--- config.mk ---
export PLATFORM = sky130hd
export DESIGN_NAME = bdm_queue
export DESIGN_NICKNAME = d
export VERILOG_FILES = /design/src/design/bayer_demosaic_mhc_5x5_assert.svh /design/src/design/bdm_pkg.sv /design/src/design/bdm_queue.sv
export SDC_FILE = /design/constraint.sdc
export NUM_CORES = 1
export LEC_CHECK = 0
export BUFFER_PORTS_ARGS = -buffer_cell sky130_fd_sc_hd__buf_2
export CORE_MARGIN = 2
export CORE_UTILIZATION = 61
export DETAILED_ROUTE_END_ITERATION = 12
export PLACE_DENSITY_LB_ADDON = 0.05
export SKIP_LAST_GASP = 1
export SLEW_MARGIN = 25
export SYNTH_ARGS = -nofsm -noshare
export SYNTH_HDL_FRONTEND = slang
export SYNTH_SLANG_ARGS = --single-unit
--- constraint.sdc ---
create_clock -name clk -period 13.65 [get_ports clk]
set_input_delay 2.73 -clock clk [delete_from_list [all_inputs] [get_ports clk]]
set_output_delay 2.73 -clock clk [all_outputs]
set_load 0.005 [all_outputs]
--- src/design/bayer_demosaic_mhc_5x5_assert.svh ---
// Assertion macros for the Bayer demosaic block.
// Included by the top level; depends on nothing else.
`ifndef BAYER_DEMOSAIC_MHC_5X5_ASSERT_SVH
`define BAYER_DEMOSAIC_MHC_5X5_ASSERT_SVH

// Consequent must hold in the same cycle as the antecedent.
`define BDM_ASSERT_NOW(label, clk, rst_n, ante, cons, msg) \
    label: assert property (@(posedge clk) disable iff (!rst_n) (ante) |-> (cons)) \
        else $error(msg);

// Consequent must hold in the cycle after the antecedent.
`define BDM_ASSERT_NEXT(label, clk, rst_n, ante, cons, msg) \
    label: assert property (@(posedge clk) disable iff (!rst_n) (ante) |=> (cons)) \
        else $error(msg);

`endif

--- src/design/bdm_pkg.sv ---
// Shared types, constants and tap-mapping functions of the Bayer demosaic block.
// No dependencies.
package bdm_pkg;

    localparam int PIX_W          = 8;
    localparam int WIN_N          = 5;
    localparam int WIN_TAPS       = WIN_N * WIN_N;
    localparam int DIM_W          = 11;
    localparam int MIN_DIM        = 5;
    localparam int MAX_WIDTH_DEF  = 1024;
    localparam int MAX_HEIGHT_DEF = 1024;
    localparam int LANES          = 4;
    localparam int LANE_W         = $clog2(LANES);
    localparam int JOB_DEPTH      = 4;
    localparam int JOB_PTR_W      = $clog2(JOB_DEPTH);
    localparam int JOB_CNT_W      = $clog2(JOB_DEPTH + 1);
    localparam int KSUM_W         = 15;
    localparam int TAP_IDX_W      = $clog2(WIN_TAPS);

    localparam logic [DIM_W-1:0] WIDTH_RESET  = 11'd390;
    localparam logic [DIM_W-1:0] HEIGHT_RESET = 11'd300;

    typedef enum logic
    {
        REG_FRAME_WIDTH  = 1'b0,
        REG_FRAME_HEIGHT = 1'b1
    } reg_idx_t;

    // Row position of the output pixel relative to the frame borders
    typedef enum logic [2:0]
    {
        RCLS_MID  = 3'd0,
        RCLS_TOP0 = 3'd1,
        RCLS_TOP1 = 3'd2,
        RCLS_BOT1 = 3'd3,
        RCLS_BOT0 = 3'd4
    } rcls_t;

    // Column position of the output pixel relative to the frame borders
    typedef enum logic [2:0]
    {
        CCLS_MID    = 3'd0,
        CCLS_LEFT0  = 3'd1,
        CCLS_LEFT1  = 3'd2,
        CCLS_RIGHT1 = 3'd3,
        CCLS_RIGHT0 = 3'd4
    } ccls_t;

    typedef logic [WIN_TAPS-1:0][PIX_W-1:0] win_t;

    typedef struct packed
    {
        rcls_t rcls;
        logic  y_odd;
        ccls_t ccls;
        logic  x_odd;
        logic  row_end;
        logic  frame_last;
        logic  w_odd;
    } job_info_t;

    typedef struct packed
    {
        win_t      win;
        job_info_t info;
    } job_t;

    typedef struct packed
    {
        logic [JOB_CNT_W-1:0] count;
        logic                 full;
        logic                 empty;
    } q_stat_t;

    // Window row holding offset dy, with mirror reflection at the frame edges
    function automatic logic [2:0] row_tap(rcls_t cls, int dy);
        int pos;
        pos = 2 + dy;
        case (cls)
            RCLS_TOP0: if (dy < 0) pos = 2 - dy;
            RCLS_TOP1: if (dy == -2) pos = 2;
            RCLS_BOT1: if (dy == 2) pos = 2;
            RCLS_BOT0: if (dy > 0) pos = 2 - dy;
            default:   pos = 2 + dy;
        endcase
        return 3'(pos);
    endfunction

    // Window column holding offset dx; right-edge pixels sit nearer the newest column
    function automatic logic [2:0] col_tap(ccls_t cls, int dx);
        int pos;
        pos = 2 + dx;
        case (cls)
            CCLS_LEFT0:  if (dx < 0) pos = 2 - dx;
            CCLS_LEFT1:  if (dx == -2) pos = 2;
            CCLS_RIGHT1: pos = (dx == 2) ? 3 : 3 + dx;
            CCLS_RIGHT0: pos = (dx > 0) ? 4 - dx : 4 + dx;
            default:     pos = 2 + dx;
        endcase
        return 3'(pos);
    endfunction

    function automatic logic [TAP_IDX_W-1:0] tap_index(rcls_t rc, ccls_t cc, int dy, int dx);
        int idx;
        idx = int'(row_tap(rc, dy)) * WIN_N + int'(col_tap(cc, dx));
        return TAP_IDX_W'(idx);
    endfunction

    // Divide by 16 with floor and clip to the pixel range
    function automatic logic [PIX_W-1:0] finish(logic signed [KSUM_W-1:0] s);
        logic [KSUM_W-6:0] q;
        q = s[KSUM_W-2:4];
        if (s < 0)
            return '0;
        else if (q > (KSUM_W-5)'(255))
            return 8'hff;
        else
            return q[PIX_W-1:0];
    endfunction

endpackage

--- src/design/bdm_queue.sv ---
// Short job queue between the front end and the kernel pipeline.
// Depends on bdm_pkg.
module bdm_queue (
    input  logic             clk,
    input  logic             rst_n,
    input  logic             push,
    input  bdm_pkg::job_t    push_data,
    input  logic             pop,
    output bdm_pkg::job_t    head,
    output bdm_pkg::q_stat_t stat
);
    import bdm_pkg::*;

    job_t                 entry [JOB_DEPTH];
    logic [JOB_PTR_W-1:0] wr_ptr_reg, wr_ptr_next;
    logic [JOB_PTR_W-1:0] rd_ptr_reg, rd_ptr_next;
    logic [JOB_CNT_W-1:0] count_reg, count_next;

    always_comb
    begin
        wr_ptr_next = push ? wr_ptr_reg + JOB_PTR_W'(1) : wr_ptr_reg;
        rd_ptr_next = pop ? rd_ptr_reg + JOB_PTR_W'(1) : rd_ptr_reg;
        count_next  = count_reg + JOB_CNT_W'(push) - JOB_CNT_W'(pop);
    end

    always_ff @(posedge clk or negedge rst_n)
    begin
        if (!rst_n)
        begin
            wr_ptr_reg <= '0;
            rd_ptr_reg <= '0;
            count_reg  <= '0;
        end
        else
        begin
            wr_ptr_reg <= wr_ptr_next;
            rd_ptr_reg <= rd_ptr_next;
            count_reg  <= count_next;
        end
    end

    always_ff @(posedge clk)
    begin
        if (push)
        begin
            entry[wr_ptr_reg] <= push_data;
        end
    end

    assign head       = entry[rd_ptr_reg];
    assign stat.count = count_reg;
    assign stat.full  = (count_reg == JOB_CNT_W'(JOB_DEPTH));
    assign stat.empty = (count_reg == '0);

endmodule

==> results.md, run 1 <==
- The flip-flop count of the largest register, all copies and words added is 844.
- The clock edge transition at the registers on the reported setup and hold paths is approximately 0.06 ns.
- The endpoint identified for the worst register-to-register timing path is entry[2][98].
- The final weighted congestion in routability-driven placement is 0.780.
- During synthesis, Yosys emitted a total of 0 warnings.
- The cell sitting at the root of the clock tree is a sky130_fd_sc_hd__clkbuf_16.
- The routed design has about 60000 um of wire.
- The worst register-to-register path has a depth of 5.
- For hold timing, the worst endpoint is wr_ptr_reg[0].
- After synthesis, the cell types taking the most area are sky130_fd_sc_hd__edfxtp_1 (82%), sky130_fd_sc_hd__mux4_2 (15%), sky130_fd_sc_hd__buf_6 (0.73%).
- The part of the power in combinational logic is a little over a quarter.
- In the final routed layout, each cell accounts on average for between 20 and 30 um.
- The wire length of the first global-routing pass is ~90000 um.
- The later pin in the worst-skew pair is clocked with a latency of about 0.6 ns.
- After filler insertion, the fill cell instance count of the layout stands at 3007.
- STA puts the critical path data required time at about 11 ns.
- Setup repair after global routing left no endpoint under its margin.
- In this run the critical register-to-register path is launched from wr_ptr_reg[0].
- The I/O pin total is 431.
- TritonCTS built the clock tree.
- The final count of pins violating max slew is 0.
- The starting density of the core is between 60% and 70%.
- The worst hold path begins at wr_ptr_reg[0].
- Global routing used around a quarter of the available tracks across all layers.
- The ratio of final minimum period to clock period is ~47%.
- The worst ir drop on vdd is 167 uV.
- The maximum clock path buffer count is 3.
- The part of the Yosys area used for sequential elements is 82.7%.
- By startpoint and endpoint, the worst setup path is classified as flip-flop to output pin.
- Summing over every cut layer, the via total after detailed routing is around 14000.
- The number of buffers created by CTS is 82.
- The final number of setup-violating endpoints is 0.
- The endpoint type of the worst setup path is an output pin.
- The worst-margin pin slew is roughly 1.0 ns.
- The clock tree synthesis step divided the H-tree into 3 levels.
- The height of the chip is 229 um.
- The static leakage power is 12.4 nW.
- The synthesized design contains 851 register bits.
- Summed over all layers, the global routing overflow is 0.
- The cell taking the most area after synthesis is sky130_fd_sc_hd__edfxtp_1.
- Synthesis handed over a netlist of roughly 1100 instances.
- The flow ran to the end, and the final reports show no timing, DRC or antenna violations.
- Subtracting the final worst setup slack from the clock period gives about 6.4 ns.
- The power per cell area is 214 nW/um^2.
- For this design, the sink count on the clock tree is approximately 850.
- The final routed DRC violation total is 0.
- The standard cell core area is between 50000 and 60000 um^2.
- The fmax is 0.156 GHz.
- The cell depth of the worst hold path is 1.
- The fraction of power consumed by the clock network is 27.4%.
- The share of cells above drive strength 1 is a little under half.
- The area of the die is 52400 um^2.
- The top cell types in the final layout, fill and taps aside, are sky130_fd_sc_hd__edfxtp_1 (844), sky130_fd_sc_hd__buf_2 (430), sky130_fd_sc_hd__mux4_2 (211), sky130_fd_sc_hd__clkbuf_16 (87), sky130_fd_sc_hd__clkinv_2 (21).
- The number of max-cap violations is 0.
- The count of nets left with antenna violations once routing finished came out at 0.
- The number of global-route vias before repair is 14400.
- The maximum number of pins on one net before global-route repair is slightly below 100.
- In the final timing run, aggregate negative setup slack is 0 ns.
- The number of placed instances with taps included is 2209.
- The switching part of the total power is between 20% and 30%.
- The register share of total power is a little under half.
- The area growth from synthesis to layout is 17.5%.
- The total nets after synthesis is roughly 1400.
- At the end of the flow, the number of nets in the layout was between 1500 and 2000.
- After legalization and detailed placement, the total HPWL measured 36300 um.
- The x dimension of the die is between 200 and 250 um.
- The count of buffers added on input and output ports is between 400 and 500.
- The critical path arrival is about 3.7 ns.
- The number of distinct standard cells referenced by the synthesized netlist is 16.
- The internal power is 5.62 mW.
- The hold violation total from the final report is 0.
- After clock tree synthesis, the flow added hold-fix buffers numbering 0.
- The cell area that synthesis handed to floorplanning was slightly above 30000 um^2.
- The finished layout holds between 2000 and 2500 standard cells, fillers aside.
- Headroom to the max-slew limit came out at between 30% and 40%.
- For the final database, setup skew stands at 0.00870 ns.
- For flop-to-flop paths, the worst setup slack is between 10 and 15 ns.
- The post-cts gate resize count is 0.
- The length of the first detailed-routing pass in iterations is 7.
- The site row count is 82.
- The worst min-delay path category is flip-flop to flip-flop.
- The average footprint of a synthesized cell is 27.1 um^2.
- The initial antenna violation count is 23.
- The average via count per standard cell is ~5.8.
- The type of element launching the critical path is a flip-flop.
- The reported net switching power is between 2 and 2.5 mW.
- The number of violations reported at the end of detailed-routing iteration 0 is 1039.
- The library cell used most frequently in the layout, excluding fill and tap cells, is sky130_fd_sc_hd__edfxtp_1.
- The top fanout value on the critical path is 52.
- Post-CTS timing repair inserted 0 buffers for setup.
- The portion of synthesized cell area occupied by the leading cell type is 82.2%.
[cell type report]
class | count | area, um^2 | share of cell area [%]
tap | 672 | 841 | 2.32
inverter | 6 | 22.5 | 0.0621
clock inverter | 47 | 288 | 0.794
timing repair buffer | 448 | 2300 | 6.34
clock buffer | 105 | 2270 | 6.28
sequential | 851 | 25500 | 70.4
antenna | 17 | 42.5 | 0.117
multi-input combinational | 232 | 4950 | 13.7
[critical path, stage by stage, from the launching register on]
cell                      delay, ns
sky130_fd_sc_hd__dfrtp_4       0.97
sky130_fd_sc_hd__buf_4         0.74
sky130_fd_sc_hd__buf_4         0.72
sky130_fd_sc_hd__mux4_2        0.43
sky130_fd_sc_hd__buf_2         0.16
[worst max-delay path by stage]
stage,start,to,slack (ns),cells past startpoint
floorplan,push,entry[0][0],5.54,1
global placement,rd_ptr_reg[1],head[122],7.81,4
detailed placement,rd_ptr_reg[1],head[105],7.79,4
CTS,rd_ptr_reg[1],head[105],7.12,4
global route,rd_ptr_reg[1],head[105],7.07,4
finish,rd_ptr_reg[1],head[105],7.23,4
[through the flow]
step / hold slack, ns / utilization (%) / cell area, um^2 / power, mW / worst slack, ns
2_1_floorplan: 0.491 / - / 30800 / 4.97 / 5.54
3_3_place_gp: 0.522 / 67.2 / 33600 / 5.72 / 7.81
3_5_place_dp: 0.538 / 67.2 / 33600 / 5.74 / 7.79
4_1_cts: 0.547 / 72.3 / 36200 / 7.87 / 7.12
5_1_grt: 0.571 / 72.4 / 36200 / 8.10 / 7.07
6_report: 0.547 / 72.4 / 36200 / 7.76 / 7.23
[power groups by stage]
| stage | Combinational (mW) | Clock [mW] | Sequential [mW] |
|---|---|---|---|
| 3_3_place_gp | 2.10 | 0 | 3.62 |
| 6_report | 2.06 | 2.12 | 3.58 |
| 2_1_floorplan | 1.33 | 0 | 3.64 |
| 3_5_place_dp | 2.10 | 0 | 3.64 |
| 5_1_grt | 2.21 | 2.27 | 3.62 |
| 4_1_cts | 2.11 | 2.17 | 3.59 |
[metal layers]
layer | part of all wire [%] | up-vias | GRT usage (%)
met5 | 0.19 | - | 0
met4 | 2.5 | 18 | 8.44
met3 | 8.6 | 105 | 7.22
met2 | 49 | 444 | 36.2
met1 | 39 | 7259 | 32.5
li1 | - | 5950 | -
[kinds of logic after synthesis]
kind of cell	after synthesis	share of synthesized area, %
adder cells (fa/ha/maj)	7	0.308
AO/OA/AOI/OAI	1	0.0162
flip-flops	851	82.7
AND/OR/NAND/NOR	8	0.142
buffers and inverters	54	1.24
XOR/XNOR	5	0.142
multiplexers	211	15.4
[synthesized netlist by cell type]
library cell and n:
sky130_fd_sc_hd__clkbuf_1 4, sky130_fd_sc_hd__buf_6 20, sky130_fd_sc_hd__xnor2_1 3, sky130_fd_sc_hd__edfxtp_1 844, sky130_fd_sc_hd__inv_1 6, sky130_fd_sc_hd__and3_1 1, sky130_fd_sc_hd__mux4_2 211, sky130_fd_sc_hd__ha_1 6
sky130_fd_sc_hd__o21ai_0 1, sky130_fd_sc_hd__dfrtp_1 7, sky130_fd_sc_hd__buf_2 24, sky130_fd_sc_hd__fa_1 1, sky130_fd_sc_hd__nand2_1 2, sky130_fd_sc_hd__and2_1 4, sky130_fd_sc_hd__xor2_1 2, sky130_fd_sc_hd__nor3_1 1
Power figures use the tool's default switching activity.
==> inputs of run 2 (changes only) <==
CORE_UTILIZATION = 51   (was 61)
clock period = 5.84 ns   (was 13.65 ns; I/O delays follow)
==> results.md, run 2 (synthesized netlist as in run 1, its figures left out) <==
- The run finished with clean final reports.
- Port buffering added between 400 and 500 buffers.
- STA classifies the critical path startpoint as a flip-flop.
- The detailed router finished its first iteration with approximately 950 violations.
- The worst ir drop on vdd is approximately 380 uV.
- The number of placed instances with taps included is between 2000 and 2500.
- The ratio of final minimum period to clock period is 68.0%.
- The initial antenna violation count came to 20.
- STA puts the critical path data required time at between 4 and 5 ns.
- The fmax is 0.252 GHz.
- The minimum period implied by the final worst setup slack is a little under 4 ns.
- The top fanout value on the critical path is a little over 70.
- The detailed router placed 13700 vias in this run.
- The fraction of power consumed by the clock network is about 28%.
- The hold violation total from the final report is 0.
- The number of max-cap violations is 0.
- Once layout is complete, the utilization of the core stands at just over 60%.
- The global router's overall resource usage is 20.2%.
- For the worst setup path, the data arrival time is 2.80 ns.
- In the final routed layout, each cell accounts on average for 25.2 um.
- Cells with a size suffix above 1 make up roughly 46% of the layout.
- The I/O pin total is 431.
- The standard cell core area is ~60000 um^2.
- The worst-margin pin slew is slightly below 1 ns.
- The site row count is 90.
- The most frequent standard cell in the layout excluding fill and tap cells is sky130_fd_sc_hd__edfxtp_1.
- Post-CTS timing repair inserted 0 buffers for setup.
- The length of the first detailed-routing pass in iterations is 5.
- The final count of pins violating max slew was 0.
- The cell at the root of the clock tree is sky130_fd_sc_hd__clkbuf_16.
- CTS saw between 800 and 900 sinks.
- The part of the power in combinational logic is between 20% and 30%.
- The number of hold buffers added after cts is 0.
- The overall overflow remaining after global route is 0.
- The clock tree from TritonCTS is done.
- Routability-driven placement finished with a final weighted congestion of approximately 0.75.
- The analysis attributes to cell leakage a power of between 10 and 15 nW.
- The average via count per standard cell is roughly 5.5.
- In the final layout, the multi-input gates occupy 4950 um^2.
- The clock tree synthesis step divided the H-tree into 3 levels.
- The filler cell count is between 4000 and 5000.
- For this run, design rule violations remaining after detail routing come to 0.
- The final number of setup-violating endpoints is 0.
- Leaving out fill and tap cells, the most frequent cells in the layout are sky130_fd_sc_hd__edfxtp_1 (844), sky130_fd_sc_hd__buf_2 (430), sky130_fd_sc_hd__mux4_2 (211), sky130_fd_sc_hd__clkbuf_16 (87), sky130_fd_sc_hd__clkinv_2 (21).
- The number of global-route vias before repair is 14300.
- The reg-to-reg critical path startpoint is wr_ptr_reg[0].
- The share of total power dissipated in sequential elements is between 40% and 50%.
- Detailed placement ended at an HPWL of between 30000 and 40000 um.
- The internal power is roughly 13 mW.
- The post-layout net count is between 1500 and 2000.
- The flip-flop count of the largest register, all copies and words added is between 800 and 900.
- The worst min-delay path category is primary input to asynchronous set/reset pin.
- The final-layout setup total negative slack is 0 ns.
- The post-placement setup slack is about 2.4 ns.
- Compared with the post-synthesis result, the final layout area differs by 18.4%.
- The first global-routing pass estimated between 90000 and 100000 um of wire.
- The switching part of the total power is 27.6%.
- Between clock sinks in the finished design, the worst skew comes to ~0.014 ns.
- From left edge to right edge, the die measures approximately 250 um.
- The longest clock path from root to sink contains 3 buffers.
- The type of the setup path with the least slack is flip-flop to output pin.
- The post-cts gate resize count is 0.
- The final wirelength is 62300 um.
- The critical path starts at rd_ptr_reg[1].
- Across the whole layout, storage elements account for about 26000 um^2.
- The non-filler instance count after layout is 2473.
- The power per cell area is 502 nW/um^2.
- The clock reaches the later pin of the worst-skew pair after 0.60 ns.
- The remaining antenna violation count is 0.
- The worst slew margin relative to its limit is a little over a third.
- Entering global routing, the biggest net connects 93 pins.
- For this configuration, the core starts out at a cell density of roughly half.
- STA classifies the critical path endpoint as an output pin.
- The number of buffers created by CTS is 85.
- For this design the total switching power over the nets is 5.06 mW.
- Setup repair after global routing left no endpoint under its margin.
- Clock-pin slew was measured on the worst setup and hold paths at about 0.060 ns.
- The worst path meets setup with around 1.9 ns of slack.
- The height of the chip is 250 um.
- After layout, the design draws a total of about 18 mW.
- The floorplan step defined a die boundary enclosing around 62000 um^2.
## run 2: cell count changes in the layout (fill, tap and decap cells not counted), sizes merged
cell,before,now
bufinv,2,5
inv,8,7
clkinv,41,34
diode,17,8
buf,448,447
## run 2: path summary, 6_finish.rpt
path                                  to  slack (ns)  cells past startpoint
min in group clk           wr_ptr_reg[0]        0.55                      1
max in group asynchronous  rd_ptr_reg[0]        5.22                      1
min reg2reg                wr_ptr_reg[0]        0.55                      1
max                            head[173]        1.87                      3
max reg2reg                entry[2][186]        3.36                      4
min                         count_reg[1]        0.42                      1
## run 2: worst max-delay path, cell delays in order (launching register included)
cell and delay [ns]:
sky130_fd_sc_hd__dfrtp_4 0.97, sky130_fd_sc_hd__buf_12 0.43, sky130_fd_sc_hd__mux4_2 0.41, sky130_fd_sc_hd__buf_2 0.14
## run 2: area by class of cell
type	instances	area share [%]
clock inverters	42	0.898
well taps	782	2.68
multi-input cells	232	13.6
clock buffers	105	6.20
diodes	8	0.0548
flip-flops and latches	851	69.9
inverters	6	0.0617
repair buffers	447	6.65
## run 2: power groups by stage
stage | Clock, mW | Combinational, mW | Sequential, mW
2_1_floorplan | 0 | 3.11 | 8.36
3_3_place_gp | 0 | 5.15 | 8.41
3_5_place_dp | 0 | 5.14 | 8.45
4_1_cts | 5.22 | 5.15 | 8.32
5_1_grt | 5.46 | 5.37 | 8.40
6_report | 5.08 | 4.97 | 8.30
## run 2: per-stage QoR
stage	hold slack (ns)	area, um^2
2_1_floorplan	0.491	30800
3_3_place_gp	0.527	33900
3_5_place_dp	0.544	33900
4_1_cts	0.385	36500
5_1_grt	0.391	36500
6_report	0.418	36500
## run 2: metal layers
layer / track usage [%] / vias up / share of wire, %
li1: - / 5942 / -
met1: 26.8 / 7264 / 40
met2: 32.2 / 355 / 50
met3: 6.77 / 89 / 7.5
met4: 5.96 / 24 / 1.8
met5: 0 / - / 0.27
