===== src/design/bayer_demosaic_mhc_5x5_assert.svh =====
// Assertion macros for the Bayer demosaic block.
// Included by the top level; depends on nothing else.
`ifndef BAYER_DEMOSAIC_MHC_5X5_ASSERT_SVH
`define BAYER_DEMOSAIC_MHC_5X5_ASSERT_SVH

// Consequent must hold in the same cycle as the antecedent.
`define BDM_ASSERT_NOW(label, clk, rst_n, ante, cons, msg) \
    label: assert property (@(posedge clk) disable iff (!rst_n) (ante) |-> (cons)) \
        else $error(msg);

// Consequent must hold in the cycle after the antecedent.
`define BDM_ASSERT_NEXT(label, clk, rst_n, ante, cons, msg) \
    label: assert property (@(posedge clk) disable iff (!rst_n) (ante) |=> (cons)) \
        else $error(msg);

`endif


===== src/design/bdm_pkg.sv =====
// Shared types, constants and tap-mapping functions of the Bayer demosaic block.
// No dependencies.
package bdm_pkg;

    localparam int PIX_W          = 8;
    localparam int WIN_N          = 5;
    localparam int WIN_TAPS       = WIN_N * WIN_N;
    localparam int DIM_W          = 11;
    localparam int MIN_DIM        = 5;
    localparam int MAX_WIDTH_DEF  = 1024;
    localparam int MAX_HEIGHT_DEF = 1024;
    localparam int LANES          = 4;
    localparam int LANE_W         = $clog2(LANES);
    localparam int JOB_DEPTH      = 4;
    localparam int JOB_PTR_W      = $clog2(JOB_DEPTH);
    localparam int JOB_CNT_W      = $clog2(JOB_DEPTH + 1);
    localparam int KSUM_W         = 15;
    localparam int TAP_IDX_W      = $clog2(WIN_TAPS);

    localparam logic [DIM_W-1:0] WIDTH_RESET  = 11'd390;
    localparam logic [DIM_W-1:0] HEIGHT_RESET = 11'd300;

    typedef enum logic
    {
        REG_FRAME_WIDTH  = 1'b0,
        REG_FRAME_HEIGHT = 1'b1
    } reg_idx_t;

    // Row position of the output pixel relative to the frame borders
    typedef enum logic [2:0]
    {
        RCLS_MID  = 3'd0,
        RCLS_TOP0 = 3'd1,
        RCLS_TOP1 = 3'd2,
        RCLS_BOT1 = 3'd3,
        RCLS_BOT0 = 3'd4
    } rcls_t;

    // Column position of the output pixel relative to the frame borders
    typedef enum logic [2:0]
    {
        CCLS_MID    = 3'd0,
        CCLS_LEFT0  = 3'd1,
        CCLS_LEFT1  = 3'd2,
        CCLS_RIGHT1 = 3'd3,
        CCLS_RIGHT0 = 3'd4
    } ccls_t;

    typedef logic [WIN_TAPS-1:0][PIX_W-1:0] win_t;

    typedef struct packed
    {
        rcls_t rcls;
        logic  y_odd;
        ccls_t ccls;
        logic  x_odd;
        logic  row_end;
        logic  frame_last;
        logic  w_odd;
    } job_info_t;

    typedef struct packed
    {
        win_t      win;
        job_info_t info;
    } job_t;

    typedef struct packed
    {
        logic [JOB_CNT_W-1:0] count;
        logic                 full;
        logic                 empty;
    } q_stat_t;

    // Window row holding offset dy, with mirror reflection at the frame edges
    function automatic logic [2:0] row_tap(rcls_t cls, int dy);
        int pos;
        pos = 2 + dy;
        case (cls)
            RCLS_TOP0: if (dy < 0) pos = 2 - dy;
            RCLS_TOP1: if (dy == -2) pos = 2;
            RCLS_BOT1: if (dy == 2) pos = 2;
            RCLS_BOT0: if (dy > 0) pos = 2 - dy;
            default:   pos = 2 + dy;
        endcase
        return 3'(pos);
    endfunction

    // Window column holding offset dx; right-edge pixels sit nearer the newest column
    function automatic logic [2:0] col_tap(ccls_t cls, int dx);
        int pos;
        pos = 2 + dx;
        case (cls)
            CCLS_LEFT0:  if (dx < 0) pos = 2 - dx;
            CCLS_LEFT1:  if (dx == -2) pos = 2;
            CCLS_RIGHT1: pos = (dx == 2) ? 3 : 3 + dx;
            CCLS_RIGHT0: pos = (dx > 0) ? 4 - dx : 4 + dx;
            default:     pos = 2 + dx;
        endcase
        return 3'(pos);
    endfunction

    function automatic logic [TAP_IDX_W-1:0] tap_index(rcls_t rc, ccls_t cc, int dy, int dx);
        int idx;
        idx = int'(row_tap(rc, dy)) * WIN_N + int'(col_tap(cc, dx));
        return TAP_IDX_W'(idx);
    endfunction

    // Divide by 16 with floor and clip to the pixel range
    function automatic logic [PIX_W-1:0] finish(logic signed [KSUM_W-1:0] s);
        logic [KSUM_W-6:0] q;
        q = s[KSUM_W-2:4];
        if (s < 0)
            return '0;
        else if (q > (KSUM_W-5)'(255))
            return 8'hff;
        else
            return q[PIX_W-1:0];
    endfunction

endpackage


===== src/design/bdm_back.sv =====
// Back end: expands jobs into output pixels and runs the 5x5 kernels.
// Depends on bdm_pkg. Gather, kernel sums and clip/select are three stages.
module bdm_back (
    input  logic                           clk,
    input  logic                           rst_n,
    input  bdm_pkg::job_t                  head,
    input  bdm_pkg::q_stat_t               q_stat,
    output logic                           pop,
    output logic                           m_tvalid,
    input  logic                           m_tready,
    output logic [3*bdm_pkg::PIX_W-1:0]    m_tdata,
    output logic                           m_tlast,
    output logic                           m_tuser
);
    import bdm_pkg::*;

    typedef logic signed [KSUM_W-1:0] ksum_t;

    logic        en, issue, last;
    logic [1:0]  k_reg, k_next;
    ccls_t       cc;
    logic        x_odd;

    logic             b1_valid_reg;
    logic [PIX_W-1:0] b1_ctr_reg, b1_u1_reg, b1_d1_reg, b1_l1_reg, b1_r1_reg;
    logic [PIX_W-1:0] b1_u2_reg, b1_d2_reg, b1_l2_reg, b1_r2_reg;
    logic [PIX_W-1:0] b1_dg0_reg, b1_dg1_reg, b1_dg2_reg, b1_dg3_reg;
    logic             b1_y_odd_reg, b1_x_odd_reg, b1_last_reg, b1_fend_reg;

    ksum_t c_s, u1_s, d1_s, l1_s, r1_s, u2_s, d2_s, l2_s, r2_s, dg_s;
    ksum_t kh_next, kv_next, kg_next, kx_next;

    logic             b2_valid_reg;
    ksum_t            b2_kh_reg, b2_kv_reg, b2_kg_reg, b2_kx_reg;
    logic [PIX_W-1:0] b2_ctr_reg;
    logic             b2_y_odd_reg, b2_x_odd_reg, b2_last_reg, b2_fend_reg;

    logic [PIX_W-1:0] red_next, green_next, blue_next;
    logic             out_valid_reg;
    logic [PIX_W-1:0] out_red_reg, out_green_reg, out_blue_reg;
    logic             out_last_reg, out_fend_reg;

    // whole pipeline advances together whenever the output register can move
    assign en    = !out_valid_reg || m_tready;
    assign issue = en && !q_stat.empty;
    // a row-end job yields columns W-3, W-2 and W-1 from the same window
    assign last  = !head.info.row_end || (k_reg == 2'd2);
    assign pop   = issue && last;

    always_comb
    begin
        k_next = k_reg;
        if (issue)
            k_next = last ? 2'd0 : k_reg + 2'd1;
        case (k_reg)
            2'd1:
            begin
                cc    = CCLS_RIGHT1;
                x_odd = head.info.w_odd;
            end
            2'd2:
            begin
                cc    = CCLS_RIGHT0;
                x_odd = !head.info.w_odd;
            end
            default:
            begin
                cc    = head.info.ccls;
                x_odd = head.info.x_odd;
            end
        endcase
    end

    always_ff @(posedge clk or negedge rst_n)
    begin
        if (!rst_n)
        begin
            k_reg         <= 2'd0;
            b1_valid_reg  <= 1'b0;
            b2_valid_reg  <= 1'b0;
            out_valid_reg <= 1'b0;
        end
        else
        begin
            k_reg <= k_next;
            if (en)
            begin
                b1_valid_reg  <= issue;
                b2_valid_reg  <= b1_valid_reg;
                out_valid_reg <= b2_valid_reg;
            end
        end
    end

    always_ff @(posedge clk)
    begin
        if (en)
        begin
            b1_ctr_reg   <= head.win[tap_index(head.info.rcls, cc,  0,  0)];
            b1_u1_reg    <= head.win[tap_index(head.info.rcls, cc, -1,  0)];
            b1_d1_reg    <= head.win[tap_index(head.info.rcls, cc,  1,  0)];
            b1_l1_reg    <= head.win[tap_index(head.info.rcls, cc,  0, -1)];
            b1_r1_reg    <= head.win[tap_index(head.info.rcls, cc,  0,  1)];
            b1_u2_reg    <= head.win[tap_index(head.info.rcls, cc, -2,  0)];
            b1_d2_reg    <= head.win[tap_index(head.info.rcls, cc,  2,  0)];
            b1_l2_reg    <= head.win[tap_index(head.info.rcls, cc,  0, -2)];
            b1_r2_reg    <= head.win[tap_index(head.info.rcls, cc,  0,  2)];
            b1_dg0_reg   <= head.win[tap_index(head.info.rcls, cc, -1, -1)];
            b1_dg1_reg   <= head.win[tap_index(head.info.rcls, cc, -1,  1)];
            b1_dg2_reg   <= head.win[tap_index(head.info.rcls, cc,  1, -1)];
            b1_dg3_reg   <= head.win[tap_index(head.info.rcls, cc,  1,  1)];
            b1_y_odd_reg <= head.info.y_odd;
            b1_x_odd_reg <= x_odd;
            b1_last_reg  <= last;
            b1_fend_reg  <= head.info.frame_last && last;

            b2_kh_reg    <= kh_next;
            b2_kv_reg    <= kv_next;
            b2_kg_reg    <= kg_next;
            b2_kx_reg    <= kx_next;
            b2_ctr_reg   <= b1_ctr_reg;
            b2_y_odd_reg <= b1_y_odd_reg;
            b2_x_odd_reg <= b1_x_odd_reg;
            b2_last_reg  <= b1_last_reg;
            b2_fend_reg  <= b1_fend_reg;

            out_red_reg   <= red_next;
            out_green_reg <= green_next;
            out_blue_reg  <= blue_next;
            out_last_reg  <= b2_last_reg;
            out_fend_reg  <= b2_fend_reg;
        end
    end

    always_comb
    begin
        c_s  = ksum_t'({7'd0, b1_ctr_reg});
        u1_s = ksum_t'({7'd0, b1_u1_reg});
        d1_s = ksum_t'({7'd0, b1_d1_reg});
        l1_s = ksum_t'({7'd0, b1_l1_reg});
        r1_s = ksum_t'({7'd0, b1_r1_reg});
        u2_s = ksum_t'({7'd0, b1_u2_reg});
        d2_s = ksum_t'({7'd0, b1_d2_reg});
        l2_s = ksum_t'({7'd0, b1_l2_reg});
        r2_s = ksum_t'({7'd0, b1_r2_reg});
        dg_s = ksum_t'({7'd0, b1_dg0_reg}) + ksum_t'({7'd0, b1_dg1_reg})
             + ksum_t'({7'd0, b1_dg2_reg}) + ksum_t'({7'd0, b1_dg3_reg});

        kh_next = KSUM_W'(10 * c_s + 8 * (l1_s + r1_s) - 2 * (l2_s + r2_s)
                          - 2 * dg_s + (u2_s + d2_s));
        kv_next = KSUM_W'(10 * c_s + 8 * (u1_s + d1_s) - 2 * (u2_s + d2_s)
                          - 2 * dg_s + (l2_s + r2_s));
        kg_next = KSUM_W'(8 * c_s + 4 * (u1_s + d1_s + l1_s + r1_s)
                          - 2 * (u2_s + d2_s + l2_s + r2_s));
        kx_next = KSUM_W'(12 * c_s + 4 * dg_s - 3 * (u2_s + d2_s + l2_s + r2_s));
    end

    always_comb
    begin
        case ({b2_y_odd_reg, b2_x_odd_reg})
            2'b00:
            begin
                red_next   = finish(b2_kh_reg);
                green_next = b2_ctr_reg;
                blue_next  = finish(b2_kv_reg);
            end
            2'b01:
            begin
                red_next   = b2_ctr_reg;
                green_next = finish(b2_kg_reg);
                blue_next  = finish(b2_kx_reg);
            end
            2'b10:
            begin
                red_next   = finish(b2_kx_reg);
                green_next = finish(b2_kg_reg);
                blue_next  = b2_ctr_reg;
            end
            default:
            begin
                red_next   = finish(b2_kv_reg);
                green_next = b2_ctr_reg;
                blue_next  = finish(b2_kh_reg);
            end
        endcase
    end

    assign m_tvalid = out_valid_reg;
    assign m_tdata  = {out_blue_reg, out_green_reg, out_red_reg};
    assign m_tlast  = out_last_reg;
    assign m_tuser  = out_fend_reg;

endmodule


===== config.mk =====
export PLATFORM = sky130hd
export DESIGN_NAME = bdm_back
export DESIGN_NICKNAME = d
export VERILOG_FILES = /design/src/design/bayer_demosaic_mhc_5x5_assert.svh /design/src/design/bdm_pkg.sv /design/src/design/bdm_back.sv
export SDC_FILE = /design/constraint.sdc
export NUM_CORES = 1
export LEC_CHECK = 0
export BUFFER_PORTS_ARGS = -buffer_cell sky130_fd_sc_hd__buf_2
export CAP_MARGIN = 20
export CORE_MARGIN = 2
export CORE_UTILIZATION = 40
export DETAILED_ROUTE_END_ITERATION = 10
export PLACE_DENSITY = 0.64
export SLEW_MARGIN = 10
export SYNTH_ARGS = -nofsm -noshare
export SYNTH_HDL_FRONTEND = slang
export SYNTH_SLANG_ARGS = --single-unit

===== constraint.sdc =====
create_clock -name clk -period 10.02 [get_ports clk]
set_clock_uncertainty 0.15 [all_clocks]
set_input_delay 0.501 -clock clk [delete_from_list [all_inputs] [get_ports clk]]
set_output_delay 0.501 -clock clk [all_outputs]
set_load 0.1 [all_outputs]

==> impl_results.md, run 1 <==
* Clock Tree Root: clkbuf_16
* Worst Reg2Reg Path Length in Cells at 23
* Vias in the first global route at 19600
* Hold Startpoint: head[1]
* Fin crit period at 6970 ps
* Hold Crit Depth at 2
* Die X-Extent at 245 µm
* DP HPWL at 65.8 mm
* Syn_nets at 2822
* Post-synth EDFFs at 190
* Reg-to-reg slack, setup at 3050 ps
* Final net count at 2981
* 1st-pass router iterations at 6
* Slew @ Worst Pin at 1030 ps
* Placer Congestion at 0.962
* Drt first-iter violations at 1832
* Slew HR at 0.291
* Largest net degree at the start of global routing at 123
* HP Class: in -> reg
* Max Root-Sink Buffers at 2
* Synth Cell Area at 23200 µm²
* Area leader, netlist: edfxtp_1
* Min-Delay Endpoint: b1_fend_reg$_DFFE_PN_
* Hold Fails Final Rpt at 0
* Final TNS setup at 0 ps
* I/O pin total at 247
* Final routed DRC violation total at 0
* Sinks on Clock Net at 195
* Netlist cell types at 67
* Final setup viols at 0
* Outcome: finished clean
* CP startpoint kind: flip-flop
* All-Layer GR Usage at 0.271
* Crit path required time at 10120 ps
* Synthesis-to-finish area growth at 10.5%
* Crit path kind: reg -> reg
* Hold slack final at 134 ps
* Sequential area share after synthesis at 0.251
* Critical Path End Type: flip-flop
* Post-synth top cells: 240 x inv_1, 232 x mux2i_1, 190 x edfxtp_1
* Area fraction of the dominant cell type after synthesis at 0.246
* Fill count at 5448
* Max_cap viols at 0
* Routed vias at 19300
* Unrepaired setup endpoints after global routing: no
* Avg Vias per Cell at 5.92
* Port bufs at 242
* DIE HEIGHT at 245 µm
* Avg Cell Area, Syn at 9.99 µm²
* Cts bufs inserted at 17
* Starting Density at 0.403
* Clock Latency Late Sink at 500 ps
* Worst-path clk slew at 70 ps
* FF-to-FF End: b2_kx_reg[12]$_DFFE_PN_
* Final WL at 80.6 mm
* Top-count cell post-synth: inv_1
* Fin crit share at 0.695
* Antenna violations before repair at 3
* First-pass GRT wire length at 120 mm
* Grt total ovfl at 0
* Worst Path Arrival at 7070 ps
* Fraction of registers with async set/reset at 0.0256
* Slew Limit Fails at 0
* Top area cells in the synthesized netlist: edfxtp_1 25%, mux4_2 10%, ha_1 10%
* Top FF cell, synth: edfxtp_1
* CTS tree: built
* R2r startpoint: b1_u2_reg[0]$_DFFE_PN_
* DRT antenna net count at 0
* Die area at 60000 µm²
* Number of synthesized register bits at 195
* Htree depth at 4
* Max Fclk at 144 MHz
* Share of post-route cells with drive strength above 1 at 0.186
* Synth Warn # at 0
* Max FO, Critical Path at 6
* Std-Cell Rows at 88
* Core footprint at 57600 µm²
* Wire length per cell at 24.7 µm
* Mapped Cells at 2326
stage by stage:
stage / utilization / cells / setup slack, ps / area (µm²)
detailed placement: 0.435 / 3226 / 3040 / 25000
finish: 0.446 / 3264 / 3050 / 25700
global route: 0.446 / 3263 / 2530 / 25700
floorplan: - / 2326 / 2400 / 23200
global placement: 0.435 / 3226 / 3180 / 25000
CTS: 0.445 / 3260 / 3050 / 25600
critical path, cell delays in order, from the launching register on:
cell	delay, ps
edfxtp_1	370
ha_1	240
fa_1	410
a21oi_1	180
nor2_1	50
nor2_1	170
o21bai_1	80
a21oi_1	220
xnor2_1	210
inv_1	190
fa_1	510
inv_1	40
ha_1	330
xnor2_1	770
xor2_1	160
ha_1	250
o21bai_1	170
fa_1	490
ha_1	380
a21o_1	180
nor3_1	50
a2111oi_0	820
nor3_1	120
nand2b_1	180
how the worst max path moves through the flow:
stage | startpoint | end | slack, ps | cells after the start
after global placement | b1_u2_reg[0]$_DFFE_PN_ | b2_kx_reg[12]$_DFFE_PN_ | 3180 | 23
after floorplan | m_tvalid$_DFFE_PN0N_ | pop | 2400 | 4
after global routing | b1_u2_reg[1]$_DFFE_PN_ | b2_kx_reg[12]$_DFFE_PN_ | 2530 | 24
final | b1_u2_reg[0]$_DFFE_PN_ | b2_kx_reg[12]$_DFFE_PN_ | 3050 | 23
after CTS | b1_u2_reg[0]$_DFFE_PN_ | b2_kx_reg[12]$_DFFE_PN_ | 3050 | 23
after detailed placement | b1_u2_reg[0]$_DFFE_PN_ | b2_kx_reg[12]$_DFFE_PN_ | 3040 | 23
repair_timing:
item / CTS / global route
hold buffers: 2 / 0
endpoints found under the setup margin: 0 / 0
endpoints found under the hold margin: 6 / 0
buffers inserted: 0 / 0
gates resized for setup: 0 / 0
cell type report:
class	count	area (µm²)	area share
diodes	1	2.50	0.0000975
clock buffers	17	425	0.0166
clock inverters	15	144	0.00560
inverters	242	921	0.0359
multi-input cells	1757	15900	0.620
flip-flops and latches	195	5830	0.227
well taps	765	957	0.0373
repair buffers	272	1470	0.0572
cell usage in the layout, fill, tap and decap left out, types with 6 or more instances in the layout:
cell type / count
a211oi_1: 15
a21boi_0: 11
a21o_1: 40
a21oi_1: 131
a221oi_1: 18
a22oi_1: 14
a2bb2oi_1: 15
a31oi_1: 37
and2_1: 18
and3_1: 11
buf_2: 242
buf_4: 26
clkbuf_16: 17
edfxtp_1: 190
fa_1: 90
ha_1: 183
inv_1: 239
mux2_2: 28
mux2i_1: 232
mux4_2: 107
nand2_1: 176
nand2b_1: 17
nand3_1: 10
nand4_1: 6
nor2_1: 121
nor2b_1: 20
nor3_1: 22
o211ai_1: 31
o21a_1: 23
o21ai_0: 114
o21bai_1: 38
o221ai_1: 16
o22a_1: 10
o22ai_1: 35
o2bb2ai_1: 8
xnor2_1: 67
xor2_1: 39
cell families (layout without fill, tap and decap cells):
group	count (synthesis)	after routing	share of synthesized area
AO/OA/AOI/OAI	580	580	0.164
AND/OR/NAND/NOR	423	423	0.0813
buffers and inverters	374	546	0.0654
multiplexers	367	367	0.217
adder cells (fa/ha/maj)	277	277	0.179
flip-flops	195	195	0.251
XOR/XNOR	110	110	0.0424
other	0	1	0
routing by layer:
| metal | track usage | wire length (µm) | vias up |
|---|---|---|---|
| li1 | - | - | 8856 |
| met1 | 0.325 | 31200 | 9310 |
| met2 | 0.449 | 37800 | 964 |
| met3 | 0.0561 | 6310 | 188 |
| met4 | 0.159 | 5210 | 2 |
| met5 | 0 | 13 | - |
Power of run 1 is left out: the tool's default activity adds up to more than one toggle a clock period on the data nets, which glitch-free logic cannot reach.
==> run 2, diff against run 1 <==
==> constraint.sdc (replaced) <==
create_clock -name clk -period 6.85 [get_ports clk]
set_clock_uncertainty 0.15 [all_clocks]
set_input_delay 0.3425 -clock clk [delete_from_list [all_inputs] [get_ports clk]]
set_output_delay 0.3425 -clock clk [all_outputs]
set_load 0.1 [all_outputs]
==> run 2 against run 1 <==
  * Sequential cell count is the same
  * Sequential share of layout area decreased by 0.069 points
  * Setup slack worse by 2500 ps
  * Non-clock buffer count up 13
==> impl_results.md, run 2 (synthesis gave the netlist of run 1 again) <==
* Multi-input logic area at 15900 µm² (about the same)
* Utilization after layout at 0.447 (+0.00137)
* Sinks on Clock Net at 195 (unchanged)
* Slew @ Worst Pin at 1220 ps (+181 ps)
* Die area at 60000 µm² (unchanged)
* Synthesis-to-finish area growth at 10.8%
* Worst Path Arrival at 6420 ps (-650 ps)
* Placer Congestion at 1.01 (+5.4%)
* Hold Fails Final Rpt at 0 (unchanged)
* Wire length per cell at 25.2 µm (+2.0%)
* Final setup viols at 0 (unchanged)
* Starting Density at 0.403 (unchanged)
* Port bufs at 242 (unchanged)
* Vias in the first global route at 19400 (-0.85%)
* Slew HR at 0.190 (-0.101)
* Cts bufs inserted at 17 (unchanged)
* Max FO, Critical Path at 6 (unchanged)
* Max_cap viols at 0 (unchanged)
* Commonest non-fill, non-tap cell in the layout: buf_2
* Grt total ovfl at 0 (unchanged)
* Fin crit share at 0.923 (+0.227)
* Max Fclk at 158 MHz (+10%)
* Max Root-Sink Buffers at 2 (unchanged)
* DP HPWL at 67.1 mm (+1.9%)
* Std-Cell Rows at 88 (unchanged)
* Final WL at 82.5 mm (+2.3%)
* Htree depth at 4 (unchanged)
* Outcome: finished clean
* Diode count at 0 (-1)
* Crit path kind: reg -> reg
* Final TNS setup at 0 ps (unchanged)
* Fin crit period at 6320 ps (-647 ps)
* Avg Vias per Cell at 6.00 (+1.3%)
* Clock Tree Root: clkbuf_16
* Largest net degree at the start of global routing at 136 (+11%)
* DIE HEIGHT at 245 µm (unchanged)
* Fill count at 5506 (+1.1%)
* Worst-path clk slew at 80 ps (about the same)
* Critical Path End Type: flip-flop
* Drt first-iter violations at 1965 (+7.3%)
* Die X-Extent at 245 µm (unchanged)
* Clock Latency Late Sink at 500 ps (about the same)
* Routed vias at 19600 (+1.7%)
* All-Layer GR Usage at 0.275 (+0.00415)
* Share of post-route cells with drive strength above 1 at 0.188 (+0.00222)
* Most frequent cells in the layout: 242 x buf_2, 239 x inv_1, 232 x mux2i_1, 190 x edfxtp_1, 183 x ha_1
* Slew Limit Fails at 0 (unchanged)
* CTS tree: built
* FF/Latch Area at 5830 µm² (unchanged)
* Final net count at 2994 (+0.44%)
* Final routed DRC violation total at 0 (unchanged)
* Core footprint at 57600 µm² (unchanged)
* Setup Buffers After CTS at 0 (unchanged)
* DRT antenna net count at 0 (unchanged)
* CP startpoint kind: flip-flop
* 1st-pass router iterations at 6 (unchanged)
* First-pass GRT wire length at 121 mm (+1.2%)
* Antenna violations before repair at 3 (unchanged)
* Crit path required time at 6950 ps (-3170 ps)
* HP Class: in -> reg
* I/O pin total at 247 (unchanged)
* Unrepaired setup endpoints after global routing: no
==> run 2: cell types whose count changed in the layout (fill, tap and decap cells not counted), moves of 2 or more <==
cell and change:
dlygate4sd3_1 +3, clkinvlp_4 +2, buf_4 +11, inv_6 -2, inv_8 -2
==> run 2: worst paths after layout <==
check	start	end	slack [ps]	cells past startpoint
setup / recovery	b1_d2_reg[0]$_DFFE_PN_	b2_kx_reg[12]$_DFFE_PN_	530	26
hold / removal	head[123]	b1_r2_reg[0]$_DFFE_PN_	50	3
setup reg to reg	b1_d2_reg[0]$_DFFE_PN_	b2_kx_reg[12]$_DFFE_PN_	530	26
hold reg to reg	b2_fend_reg$_DFFE_PN_	m_tuser$_DFFE_PN_	270	0
max in group asynchronous	rst_n	m_tvalid$_DFFE_PN0N_	6340	2
min in group asynchronous	rst_n	k_reg[0]$_DFFE_PN0P_	60	2
==> run 2: layer usage <==
layer  wire (µm)  vias to the layer above  GRT usage
met2       39200                     1035      0.463
li1            -                     8890          -
met5          12                        -          0
met1       31300                     9538      0.329
met3        6730                      176     0.0482
met4        5240                        2      0.163
==> run 2: critical path: stages, from the launching register on <==
cell,delay [ps]
edfxtp_1,380
ha_1,220
fa_1,400
a21oi_1,160
nor2_1,50
nor2_1,150
o21bai_1,90
a21oi_1,230
xnor2_1,230
inv_1,180
fa_1,500
inv_1,50
ha_1,330
o21ai_0,180
inv_1,100
a211oi_4,270
buf_4,190
xor2_1,150
ha_1,260
fa_1,440
ha_1,360
a21o_1,170
nor3_1,50
a2111oi_0,400
buf_4,200
nor3_1,50
nand2b_1,140
==> run 2: final cells by class <==
class | count | share of cell area
multi-input combinational | 1757 | 0.619
inverter | 242 | 0.0357
sequential | 195 | 0.226
clock inverter | 14 | 0.00496
clock buffer | 18 | 0.0167
tap | 765 | 0.0372
timing repair buffer | 285 | 0.0605
==> run 2: through the flow <==
stage,hold slack [ps],std cells,setup slack (ps),instance area [µm²]
after global routing,32.3,3276,84.6,25800
after global placement,6.75,3237,470,25100
after CTS,17.7,3275,467,25700
after floorplan,-103,2326,699,23200
after detailed placement,16.3,3238,486,25100
final,46.1,3276,529,25800
==> run 2: repair_timing <==
action / 4_1_cts / 5_1_grt
gates resized for setup: 0 / 1
endpoints found under the setup margin: 0 / 1
endpoints found under the hold margin: 10 / 0
hold buffers: 5 / 0
Power of run 2 is left out for the same reason.
